### config.mk
export PLATFORM = sky130hd
export DESIGN_NAME = virtual_stick_axis_mapper_top
export DESIGN_NICKNAME = d
export VERILOG_FILES = /design/src/hdl/vsam_pkg.sv /design/src/hdl/virtual_stick_axis_mapper_top.sv
export SDC_FILE = /design/constraint.sdc
export NUM_CORES = 2
export LEC_CHECK = 0
export BUFFER_PORTS_ARGS = -buffer_cell sky130_fd_sc_hd__buf_2
export CAP_MARGIN = 20
export CELL_PAD_IN_SITES_DETAIL_PLACEMENT = 1
export CELL_PAD_IN_SITES_GLOBAL_PLACEMENT = 2
export CORE_ASPECT_RATIO = 1.5
export CORE_MARGIN = 3
export CORE_UTILIZATION = 42
export DETAILED_ROUTE_END_ITERATION = 16
export GPL_TIMING_DRIVEN = 0
export HOLD_SLACK_MARGIN = 0.02
export PLACE_DENSITY = 0.86
export SLEW_MARGIN = 25
export SYNTH_ARGS = -nofsm -noshare
export SYNTH_HDL_FRONTEND = slang
export SYNTH_SLANG_ARGS = --single-unit
export TNS_END_PERCENT = 1
### constraint.sdc
create_clock -name clk_i -period 11.6 [get_ports clk_i]
set_input_delay 1.74 -clock clk_i [delete_from_list [all_inputs] [get_ports clk_i]]
set_output_delay 1.74 -clock clk_i [all_outputs]
set_load 0.02 [all_outputs]
### src/hdl/vsam_pkg.sv
// shared types and constants of the virtual stick axis mapper
// no dependencies
package vsam_pkg;

  localparam int COORD_BITS_DEF = 16;
  localparam int AXIS_W         = 16;
  localparam int CFG_IDX_W      = 3;
  localparam int CFG_DATA_W     = 16;
  localparam int IN_TDATA_W     = 48;
  localparam int OUT_TDATA_W    = 64;

  localparam logic [15:0] THRESH = 16'd6554;

  // register indexes
  localparam logic [CFG_IDX_W-1:0] REG_AREA_CX   = 3'd0;
  localparam logic [CFG_IDX_W-1:0] REG_AREA_CY   = 3'd1;
  localparam logic [CFG_IDX_W-1:0] REG_RADIUS    = 3'd2;
  localparam logic [CFG_IDX_W-1:0] REG_ASPECT    = 3'd3;
  localparam logic [CFG_IDX_W-1:0] REG_CMODE     = 3'd4;
  localparam logic [CFG_IDX_W-1:0] REG_ONLY_MAX  = 3'd5;
  localparam logic [CFG_IDX_W-1:0] REG_ENABLE    = 3'd6;

  // key states
  localparam logic [1:0] KS_UP       = 2'd0;
  localparam logic [1:0] KS_PRESSED  = 2'd1;
  localparam logic [1:0] KS_DOWN     = 2'd2;
  localparam logic [1:0] KS_RELEASED = 2'd3;

  // center modes
  localparam logic [1:0] CM_AREA     = 2'd0;
  localparam logic [1:0] CM_ACT      = 2'd1;
  localparam logic [1:0] CM_SWIPE    = 2'd2;
  localparam logic [1:0] CM_AREA_ALT = 2'd3;  // spare code, acts as area midpoint

  typedef enum logic [4:0] {
    ST_IDLE,
    ST_LERP_X,
    ST_LERP_Y,
    ST_LERP_UPD,
    ST_PREP,
    ST_OFFSET,
    ST_DIV_AY,
    ST_NORM,
    ST_SQ_Y,
    ST_SQ_SUM,
    ST_SQRT,
    ST_BIG,
    ST_DIV_STR,
    ST_DIV_NX,
    ST_DIV_NY,
    ST_MUL_X,
    ST_MUL_Y,
    ST_MUL_FIN,
    ST_DONE
  } state_e;

endpackage

### src/hdl/virtual_stick_axis_mapper_top.sv
// virtual stick axis mapper: touch position to four half-axis deflections
// depends on vsam_pkg
//
// channel   dir  handshake               payload
// s_axis    in   s_axis_tvalid/tready    tdata: touch_x, touch_y, frame_time; tuser: key_state
// m_axis    out  m_axis_tvalid/tready    tdata: left, right, up, down; tuser: stick_active
// cfg       in   cfg_we_i                cfg_idx_i, cfg_wdata_i
//
// an active item runs the divide of the y offset, the root and three fraction divides
// before the next ready; swipe mode adds the center update and each normalizing shift a step;
// the shared subtractor yields one quotient or root bit per cycle
// a zero offset skips the fraction divides and the multiplies
// a disabled or key-up item goes straight to the result stage
// reset clears config, stick state and control at once; no clearing pass
// a finished result sits in the output register while the next item is taken;
// a second finished result waits until that register is free
module virtual_stick_axis_mapper_top #(
  parameter int COORD_BITS = vsam_pkg::COORD_BITS_DEF
) (
  input  logic                                clk_i,
  input  logic                                rst_ni,
  input  logic                                s_axis_tvalid,
  output logic                                s_axis_tready,
  input  logic [vsam_pkg::IN_TDATA_W-1:0]     s_axis_tdata,  // touch_x, touch_y, frame_time
  input  logic [1:0]                          s_axis_tuser,  // key_state
  output logic                                m_axis_tvalid,
  input  logic                                m_axis_tready,
  output logic [vsam_pkg::OUT_TDATA_W-1:0]    m_axis_tdata,  // left, right, up, down
  output logic                                m_axis_tuser,  // stick_active
  input  logic                                cfg_we_i,
  input  logic [vsam_pkg::CFG_IDX_W-1:0]      cfg_idx_i,
  input  logic [vsam_pkg::CFG_DATA_W-1:0]     cfg_wdata_i
);

  localparam int CW     = COORD_BITS;
  localparam int AW     = CW + 12;
  localparam int QW     = (AW > 32) ? AW : 32;
  localparam int SW     = $clog2(AW);
  localparam int CNTW   = $clog2(QW + 1);
  localparam int BW     = AW + 32;
  localparam int UP_SH  = (CW >= 16) ? CW - 16 : 0;
  localparam int DN_SH  = (CW < 16) ? 16 - CW : 0;
  localparam int NDIGIT = 17;  // quotient bits of a fraction divide

  // q0.16 to internal coordinate format
  function automatic logic [CW-1:0] to_coord(input logic [15:0] v);
    logic [39:0] t;
    t = (40'(v) << UP_SH) >> DN_SH;
    return t[CW-1:0];
  endfunction

  // move c toward t by the scaled step in p
  function automatic logic [CW-1:0] lerp_upd(input logic [CW-1:0] c, input logic [CW-1:0] t,
                                             input logic [63:0] p);
    logic [CW-1:0] step;
    step = p[CW+15:16];
    return (t >= c) ? c + step : c - step;
  endfunction

  // product to half-axis value with saturation and dead zone
  function automatic logic [15:0] aval(input logic [63:0] p);
    logic [17:0] v;
    v = p[33:16];
    if (v > 18'd65535) return 16'hFFFF;
    else if (v < 18'(vsam_pkg::THRESH)) return 16'd0;
    else return v[15:0];
  endfunction

  // configuration
  logic [15:0] area_cx_q, area_cy_q, radius_q, aspect_q;
  logic [1:0]  cmode_q;
  logic        only_max_q, enable_q;

  // stick state
  logic [CW-1:0] center_x_q, center_y_q, last_x_q, last_y_q;

  // item and work registers
  vsam_pkg::state_e state_q, state_d;
  logic [1:0]    ks_q;
  logic [CW-1:0] tx_q, ty_q;
  logic [15:0]   ft_q;
  logic          xneg_q, yneg_q;
  logic [AW-1:0] ax_q, ay_q;
  logic [SW-1:0] s_q;
  logic [31:0]   len_q;
  logic [16:0]   str_q, nx_q, ny_q;
  logic [15:0]   vx_q;
  logic [63:0]   prod_q, acc_q;

  // shared divide / root unit
  logic [33:0]     rem_q;
  logic [AW-1:0]   num_q;
  logic [QW-1:0]   quo_q;
  logic [31:0]     divd_q;
  logic [CNTW-1:0] cnt_q;

  // result and output register
  logic [63:0] res_q, out_data_q;
  logic        res_act_q, out_act_q, out_valid_q;

  // combinational helpers
  logic [17:0]   ft4;
  logic [16:0]   w_c;
  logic [CW-1:0] dxl, dyl, absx, absy, rad_c, big_c;
  logic [31:0]   mul_a, mul_b;
  logic [63:0]   mul_p;
  logic [32:0]   div_t;
  logic [35:0]   sq_t, sub_a, sub_b;
  logic [36:0]   sub_diff;
  logic          ge, is_sqrt, last_step, ovf, out_free, in_acc;
  logic [QW-1:0] q_next;
  logic [33:0]   rem_next;
  logic [BW-1:0] big_w;
  logic [15:0]   asp_c, rad16, vy_c;
  logic          drive_x, drive_y;
  logic [63:0]   res_c;

  assign in_acc   = s_axis_tvalid && s_axis_tready;
  assign out_free = !out_valid_q || m_axis_tready;

  assign ft4 = {ft_q, 2'b00};
  assign w_c = (ft4 > 18'd65536) ? 17'h10000 : ft4[16:0];
  assign dxl = (last_x_q >= center_x_q) ? last_x_q - center_x_q : center_x_q - last_x_q;
  assign dyl = (last_y_q >= center_y_q) ? last_y_q - center_y_q : center_y_q - last_y_q;
  assign absx = (tx_q >= center_x_q) ? tx_q - center_x_q : center_x_q - tx_q;
  assign absy = (ty_q >= center_y_q) ? ty_q - center_y_q : center_y_q - ty_q;
  assign asp_c = (aspect_q == 16'd0) ? 16'd1 : aspect_q;
  assign rad16 = (radius_q == 16'd0) ? 16'd1 : radius_q;

  always_comb begin
    rad_c = to_coord(rad16);
    if (rad_c == '0) rad_c = CW'(1);
  end

  assign big_w = BW'(len_q) << s_q;
  assign big_c = (big_w > BW'(rad_c)) ? rad_c : big_w[CW-1:0];
  assign ovf   = ((ax_q | ay_q) >> 31) != '0;

  // shared multiplier
  always_comb begin
    mul_a = '0;
    mul_b = '0;
    case (state_q)
      vsam_pkg::ST_LERP_X: begin mul_a = 32'(dxl); mul_b = 32'(w_c); end
      vsam_pkg::ST_LERP_Y: begin mul_a = 32'(dyl); mul_b = 32'(w_c); end
      vsam_pkg::ST_NORM:   begin mul_a = 32'(ax_q); mul_b = 32'(ax_q); end
      vsam_pkg::ST_SQ_Y:   begin mul_a = 32'(ay_q); mul_b = 32'(ay_q); end
      vsam_pkg::ST_MUL_X:  begin mul_a = 32'(nx_q); mul_b = 32'(str_q); end
      vsam_pkg::ST_MUL_Y:  begin mul_a = 32'(ny_q); mul_b = 32'(str_q); end
      default: ;
    endcase
  end
  assign mul_p = {32'd0, mul_a} * {32'd0, mul_b};

  // shared subtractor: restoring divide or digit-by-digit root
  assign is_sqrt  = (state_q == vsam_pkg::ST_SQRT);
  assign div_t    = {rem_q[31:0], num_q[AW-1]};
  assign sq_t     = {rem_q, acc_q[63:62]};
  assign sub_a    = is_sqrt ? sq_t : 36'(div_t);
  assign sub_b    = is_sqrt ? 36'({quo_q[31:0], 2'b01}) : 36'(divd_q);
  assign sub_diff = {1'b0, sub_a} - {1'b0, sub_b};
  assign ge       = !sub_diff[36];
  assign q_next   = {quo_q[QW-2:0], ge};
  assign rem_next = ge ? sub_diff[33:0] : sub_a[33:0];
  assign last_step = (cnt_q == CNTW'(1));

  assign vy_c    = aval(prod_q);
  assign drive_x = !only_max_q || (nx_q >= ny_q);
  assign drive_y = !only_max_q || (nx_q < ny_q);

  // final result word, undriven half-axes stay zero
  always_comb begin
    res_c = '0;
    if (drive_x) begin
      if (xneg_q) res_c[15:0]  = vx_q;
      else        res_c[31:16] = vx_q;
    end
    if (drive_y) begin
      if (yneg_q) res_c[47:32] = vy_c;
      else        res_c[63:48] = vy_c;
    end
  end

  // configuration writes
  always_ff @(posedge clk_i or negedge rst_ni) begin
    if (!rst_ni) begin
      area_cx_q  <= '0;
      area_cy_q  <= '0;
      radius_q   <= 16'd1;
      aspect_q   <= 16'd4096;
      cmode_q    <= vsam_pkg::CM_AREA;
      only_max_q <= 1'b0;
      enable_q   <= 1'b0;
    end else if (cfg_we_i) begin
      unique case (cfg_idx_i)
        vsam_pkg::REG_AREA_CX:  area_cx_q  <= cfg_wdata_i;
        vsam_pkg::REG_AREA_CY:  area_cy_q  <= cfg_wdata_i;
        vsam_pkg::REG_RADIUS:   radius_q   <= cfg_wdata_i;
        vsam_pkg::REG_ASPECT:   aspect_q   <= cfg_wdata_i;
        vsam_pkg::REG_CMODE:    cmode_q    <= cfg_wdata_i[1:0];
        vsam_pkg::REG_ONLY_MAX: only_max_q <= cfg_wdata_i[0];
        vsam_pkg::REG_ENABLE:   enable_q   <= cfg_wdata_i[0];
        default: ;
      endcase
    end
  end

  // sequencer state register
  always_ff @(posedge clk_i or negedge rst_ni) begin
    if (!rst_ni) begin
      state_q <= vsam_pkg::ST_IDLE;
    end else begin
      state_q <= state_d;
    end
  end

  // next state
  always_comb begin
    state_d = state_q;
    unique case (state_q)
      vsam_pkg::ST_IDLE: begin
        if (in_acc) begin
          if (!enable_q || s_axis_tuser == vsam_pkg::KS_UP) state_d = vsam_pkg::ST_DONE;
          else if (cmode_q == vsam_pkg::CM_SWIPE) state_d = vsam_pkg::ST_LERP_X;
          else state_d = vsam_pkg::ST_PREP;
        end
      end
      vsam_pkg::ST_LERP_X:   state_d = vsam_pkg::ST_LERP_Y;
      vsam_pkg::ST_LERP_Y:   state_d = vsam_pkg::ST_LERP_UPD;
      vsam_pkg::ST_LERP_UPD: state_d = vsam_pkg::ST_PREP;
      vsam_pkg::ST_PREP:     state_d = vsam_pkg::ST_OFFSET;
      vsam_pkg::ST_OFFSET:   state_d = vsam_pkg::ST_DIV_AY;
      vsam_pkg::ST_DIV_AY:   if (last_step) state_d = vsam_pkg::ST_NORM;
      vsam_pkg::ST_NORM:     if (!ovf) state_d = vsam_pkg::ST_SQ_Y;
      vsam_pkg::ST_SQ_Y:     state_d = vsam_pkg::ST_SQ_SUM;
      vsam_pkg::ST_SQ_SUM:   state_d = vsam_pkg::ST_SQRT;
      vsam_pkg::ST_SQRT:     if (last_step) state_d = vsam_pkg::ST_BIG;
      vsam_pkg::ST_BIG: begin
        state_d = (len_q == '0) ? vsam_pkg::ST_DONE : vsam_pkg::ST_DIV_STR;
      end
      vsam_pkg::ST_DIV_STR:  if (last_step) state_d = vsam_pkg::ST_DIV_NX;
      vsam_pkg::ST_DIV_NX:   if (last_step) state_d = vsam_pkg::ST_DIV_NY;
      vsam_pkg::ST_DIV_NY:   if (last_step) state_d = vsam_pkg::ST_MUL_X;
      vsam_pkg::ST_MUL_X:    state_d = vsam_pkg::ST_MUL_Y;
      vsam_pkg::ST_MUL_Y:    state_d = vsam_pkg::ST_MUL_FIN;
      vsam_pkg::ST_MUL_FIN:  state_d = vsam_pkg::ST_DONE;
      vsam_pkg::ST_DONE:     if (out_free) state_d = vsam_pkg::ST_IDLE;
      default:               state_d = vsam_pkg::ST_IDLE;
    endcase
  end

  // stick state, only touched by active items
  always_ff @(posedge clk_i or negedge rst_ni) begin
    if (!rst_ni) begin
      center_x_q <= '0;
      center_y_q <= '0;
      last_x_q   <= '0;
      last_y_q   <= '0;
    end else begin
      case (state_q)
        vsam_pkg::ST_LERP_Y:   center_x_q <= lerp_upd(center_x_q, last_x_q, prod_q);
        vsam_pkg::ST_LERP_UPD: center_y_q <= lerp_upd(center_y_q, last_y_q, prod_q);
        vsam_pkg::ST_PREP: begin
          last_x_q <= tx_q;
          last_y_q <= ty_q;
          if (ks_q == vsam_pkg::KS_PRESSED) begin
            if (cmode_q == vsam_pkg::CM_ACT || cmode_q == vsam_pkg::CM_SWIPE) begin
              center_x_q <= tx_q;
              center_y_q <= ty_q;
            end else begin
              center_x_q <= to_coord(area_cx_q);
              center_y_q <= to_coord(area_cy_q);
            end
          end
        end
        default: ;
      endcase
    end
  end

  // datapath payload registers
  always_ff @(posedge clk_i) begin
    case (state_q) inside
      vsam_pkg::ST_IDLE: begin
        ks_q      <= s_axis_tuser;
        tx_q      <= to_coord(s_axis_tdata[15:0]);
        ty_q      <= to_coord(s_axis_tdata[31:16]);
        ft_q      <= s_axis_tdata[47:32];
        res_q     <= '0;
        res_act_q <= enable_q && (s_axis_tuser != vsam_pkg::KS_UP);
        s_q       <= '0;
      end
      vsam_pkg::ST_LERP_X: prod_q <= mul_p;
      vsam_pkg::ST_LERP_Y: prod_q <= mul_p;
      vsam_pkg::ST_OFFSET: begin
        xneg_q <= tx_q < center_x_q;
        yneg_q <= ty_q < center_y_q;
        ax_q   <= AW'(absx);
        rem_q  <= '0;
        num_q  <= {absy, 12'd0};
        divd_q <= 32'(asp_c);
        quo_q  <= '0;
        cnt_q  <= CNTW'(AW);
      end
      vsam_pkg::ST_DIV_AY: begin
        rem_q <= rem_next;
        num_q <= num_q << 1;
        quo_q <= q_next;
        cnt_q <= cnt_q - CNTW'(1);
        if (last_step) ay_q <= q_next[AW-1:0];
      end
      vsam_pkg::ST_NORM: begin
        if (ovf) begin
          ax_q <= ax_q >> 1;
          ay_q <= ay_q >> 1;
          s_q  <= s_q + SW'(1);
        end else begin
          prod_q <= mul_p;
        end
      end
      vsam_pkg::ST_SQ_Y: begin
        acc_q  <= prod_q;
        prod_q <= mul_p;
      end
      vsam_pkg::ST_SQ_SUM: begin
        acc_q <= acc_q + prod_q;
        rem_q <= '0;
        quo_q <= '0;
        cnt_q <= CNTW'(32);
      end
      vsam_pkg::ST_SQRT: begin
        rem_q <= rem_next;
        acc_q <= acc_q << 2;
        quo_q <= q_next;
        cnt_q <= cnt_q - CNTW'(1);
        if (last_step) len_q <= q_next[31:0];
      end
      vsam_pkg::ST_BIG: begin
        // strength = big * 2^16 / radius
        rem_q  <= 34'(big_c >> 1);
        num_q  <= {big_c[0], {(AW-1){1'b0}}};
        divd_q <= 32'(rad_c);
        quo_q  <= '0;
        cnt_q  <= CNTW'(NDIGIT);
      end
      vsam_pkg::ST_DIV_STR, vsam_pkg::ST_DIV_NX, vsam_pkg::ST_DIV_NY: begin
        if (last_step) begin
          // start the next fraction divide by the length
          divd_q <= len_q;
          quo_q  <= '0;
          cnt_q  <= CNTW'(NDIGIT);
          if (state_q == vsam_pkg::ST_DIV_STR) begin
            str_q <= q_next[16:0];
            rem_q <= 34'(32'(ax_q) >> 1);
            num_q <= {ax_q[0], {(AW-1){1'b0}}};
          end else begin
            rem_q <= 34'(32'(ay_q) >> 1);
            num_q <= {ay_q[0], {(AW-1){1'b0}}};
            if (state_q == vsam_pkg::ST_DIV_NX) nx_q <= q_next[16:0];
            else ny_q <= q_next[16:0];
          end
        end else begin
          rem_q <= rem_next;
          num_q <= num_q << 1;
          quo_q <= q_next;
          cnt_q <= cnt_q - CNTW'(1);
        end
      end
      vsam_pkg::ST_MUL_X: prod_q <= mul_p;
      vsam_pkg::ST_MUL_Y: begin
        vx_q   <= aval(prod_q);
        prod_q <= mul_p;
      end
      vsam_pkg::ST_MUL_FIN: res_q <= res_c;
      default: ;
    endcase
  end

  // output register
  always_ff @(posedge clk_i or negedge rst_ni) begin
    if (!rst_ni) begin
      out_valid_q <= 1'b0;
    end else if (state_q == vsam_pkg::ST_DONE && out_free) begin
      out_valid_q <= 1'b1;
    end else if (m_axis_tready) begin
      out_valid_q <= 1'b0;
    end
  end

  always_ff @(posedge clk_i) begin
    if (state_q == vsam_pkg::ST_DONE && out_free) begin
      out_data_q <= res_q;
      out_act_q  <= res_act_q;
    end
  end

  assign s_axis_tready = (state_q == vsam_pkg::ST_IDLE);
  assign m_axis_tvalid = out_valid_q;
  assign m_axis_tdata  = out_data_q;
  assign m_axis_tuser  = out_act_q;

endmodule

==> run metrics <==
Worst Setup End Kind=flip-flop; Syn Area/Cell=9.48 µm²; vias in the first global route=61776; Slew Limit Fails=0; RSZ-0062 raised after global routing=true; post-synthesis xor/xnor area fraction=between 2 and 3%; Buf/Inv on CP=8; DRT Wirelength=277000 µm; # IOs=between 100 and 150; final hold viol count=0; area leader, netlist=edfxtp_1; sequential area share after synthesis=just under 30%; Slew @ Worst Pin=roughly 1.2 ns; CTS sink count=~710; wire per inst=28.9 µm; arrival time worst endpoint=11.94 ns; Post-Synth Simple-Gate Area=approximately an eighth; multiplexer share of the synthesized area=under 10%; hold_buf cts=0; Final setup viols=0; Placed Area=a little over 70000 µm²; final cell count without fillers=between 9000 and 10000; Synth Net Count=~8400; Worst-path clk slew=around 0.070 ns; min-delay worst type=flip-flop to flip-flop; Setup Skew=0.0518 ns; worst-skew pair later-pin latency=0.70 ns; Final nets=slightly below 9000; max cap viols=0; antenna violations before repair=8; Area contributors post-synth=edfxtp_1 22%, fa_1 20%, ha_1 9.3%, inv_1 6.1%, dfrtp_1 5.0%; largest net degree at the start of global routing=between 80 and 90; Synth Area in Compound Gates=about 15%; max frequency=approximately 87 MHz; max_slew headroom=21.1%; fraction of layout cells with a size suffix above 1=8.61%; post-synth top area share=22.3%; CP Class=flip-flop to flip-flop; fin area=around 76000 µm²; CTS max path bufs=3; Power, Total=about 0.023 W; Synth Area in Adders=approximately 30%; H-tree Lvls=3; Tot GR Track Use=between 30% and 40%; Cell Rows=between 150 and 200; Syn. warnings=0; Post-synth ARST share=around a fifth; instance count of the mapped netlist=just over 7000; first-pass GRT wire length=~400000 µm; power per standard cell area=about 310 nW/µm²; Root Driver=clkbuf_16; Leakage=around 34 nW; number of distinct library cells after synthesis=100; Min Hold Slack=~0.42 ns; core footprint=about 160000 µm²; placed cell count=around 9400; crit path max-delay cell type=fa_1; DR vias=~57000; Syn-to-layout area delta=11.5%; status=completed; die height=roughly 500 µm; CP required=between 10 and 15 ns; worst vdd ir=0.000198 V; Post-synth EDFFs=roughly 500; Die X=roughly 330 µm; GRT overflow=0; post-detail-place hpwl=225000 µm; input/output buffers=~140; Mapped Area=between 60000 and 70000 µm²; CP top delay family=adder cells; Post-Route Setup TNS=0 ns; via/cell ratio=5.90; most frequent cells in the layout=1106 x inv_1, 870 x nand2_1, 680 x fa_1; total CTS buffers=75; DR pass1 iterations=6; Detailed Route Iter0 Violations=3902; fillers=18233; critical path's largest stage delay=slightly below 0.6 ns; #FFs+latches synth=slightly above 700; post-detailed-route count of antenna-violating nets=0; Final GP Congestion=just over 1; Synth Flop Type=edfxtp_1; die area=between 150000 and 200000 µm²; TritonCTS clock tree=built; initial core utilization=a little over two fifths; Most common cell on crit path=fa_1; detailed-route DRC error count=0; largest family of logic cells by synthesized area=adder cells; final critical-path required period=11.48 ns; most common cell after layout, fill and taps aside=inv_1; Tcrit/Tclk final=a little over nine tenths; Crit Path Max Fanout=7; nature of the critical path startpoint=flip-flop
sequential cells by signal, indices dropped and copies added, names as in the netlist, 17 cells and up:
register / cells
acc_q: 64
m_axis_tdata: 64
res_q: 64
prod_q: 59
rem_q: 34
divd_q: 32
len_q: 32
quo_q: 32
ay_q: 28
nx_q: 17
ny_q: 17
str_q: 17
Yosys cell counts (all sizes together) (22+ instances only):
cell       n
nor3      81
nand2b    55
nor2b     35
dfxtp     64
a32o      22
mux2      65
nor4      30
o211ai    53
nor2     494
inv     1111
and2      78
nand2    872
dfrtp    136
xnor2    133
o31ai     28
and3      63
xor2      84
fa       688
nand4     46
o21a      61
o21ai    280
a211oi    66
nand3     99
ha       505
clkbuf   296
edfxtp   504
a22oi     40
a221o     25
a21o     142
mux2i    107
a221oi    36
a21oi    346
or3       26
o21bai    55
o22ai     42
a31oi     27
a22o      73
buf       48
logic make-up (layout without fill, tap and decap cells):
| family | Yosys count | in the layout |
|---|---|---|
| AND/OR/NAND/NOR | 1947 | 1947 |
| AO/OA/AOI/OAI | 1472 | 1472 |
| buffers and inverters | 1460 | 1796 |
| adder cells (fa/ha/maj) | 1193 | 1193 |
| flip-flops | 706 | 706 |
| XOR/XNOR | 217 | 217 |
| multiplexers | 172 | 172 |
| other | 0 | 7 |
final timing paths:
path	start	endpoint	slack, ns	cells past startpoint
worst max register to register	last_x_q[0]	prod_q[55]	0.12	38
max in group asynchronous	rst_ni	aspect_q[12]	9.75	2
min in group asynchronous	rst_ni	last_y_q[1]	0.97	1
worst min register to register	res_q[49]	m_axis_tdata[49]	0.42	0
worst min-delay path	res_q[49]	m_axis_tdata[49]	0.42	0
worst max-delay path	last_x_q[0]	prod_q[55]	0.12	38
layer usage:
metal	global-route usage (%)	vias up	wire length (µm)
met4	27.2	4	27900
li1	-	24714	-
met3	5.21	890	14500
met5	0	-	27
met1	35.0	29012	96500
met2	58.0	2015	139000
final cells by class:
cell class | count | area (µm²) | area share [%]
diodes | 7 | 17.5 | 0.0231
plain buffers | 327 | 1450 | 1.92
clock buffers | 95 | 2040 | 2.70
clock inverters | 43 | 566 | 0.746
inverters | 1116 | 4200 | 5.54
multi-input cells | 5001 | 43400 | 57.3
flip-flops and latches | 706 | 19900 | 26.2
well taps | 2093 | 2620 | 3.46
repair buffers | 215 | 1570 | 2.07
per-stage QoR:
step	util [%]	setup WS (ns)
detailed placement	44.9	-2.47
global placement	44.4	-3.00
finish	47.2	0.116
floorplan	-	1.05
global route	47.2	-0.0994
CTS	46.8	0.00133
where the power goes:
group / switching, W / total, W / leakage [nW] / internal, W
Combinational: 0.0108 / 0.0163 / 26.2 / 0.00549
Sequential: 0.000729 / 0.00459 / 6.82 / 0.00387
Clock: 0.00115 / 0.00258 / 1.24 / 0.00143
Total: 0.0127 / 0.0235 / 34.3 / 0.0108
repair_timing:
action                     4_1_cts  5_1_grt
setup endpoints to repair       39       18
pin swaps                       17       29
cloned                           0        0
resized for setup              113      108
buffers inserted                16       17
No activity file was read; power rests on OpenSTA's default activity.
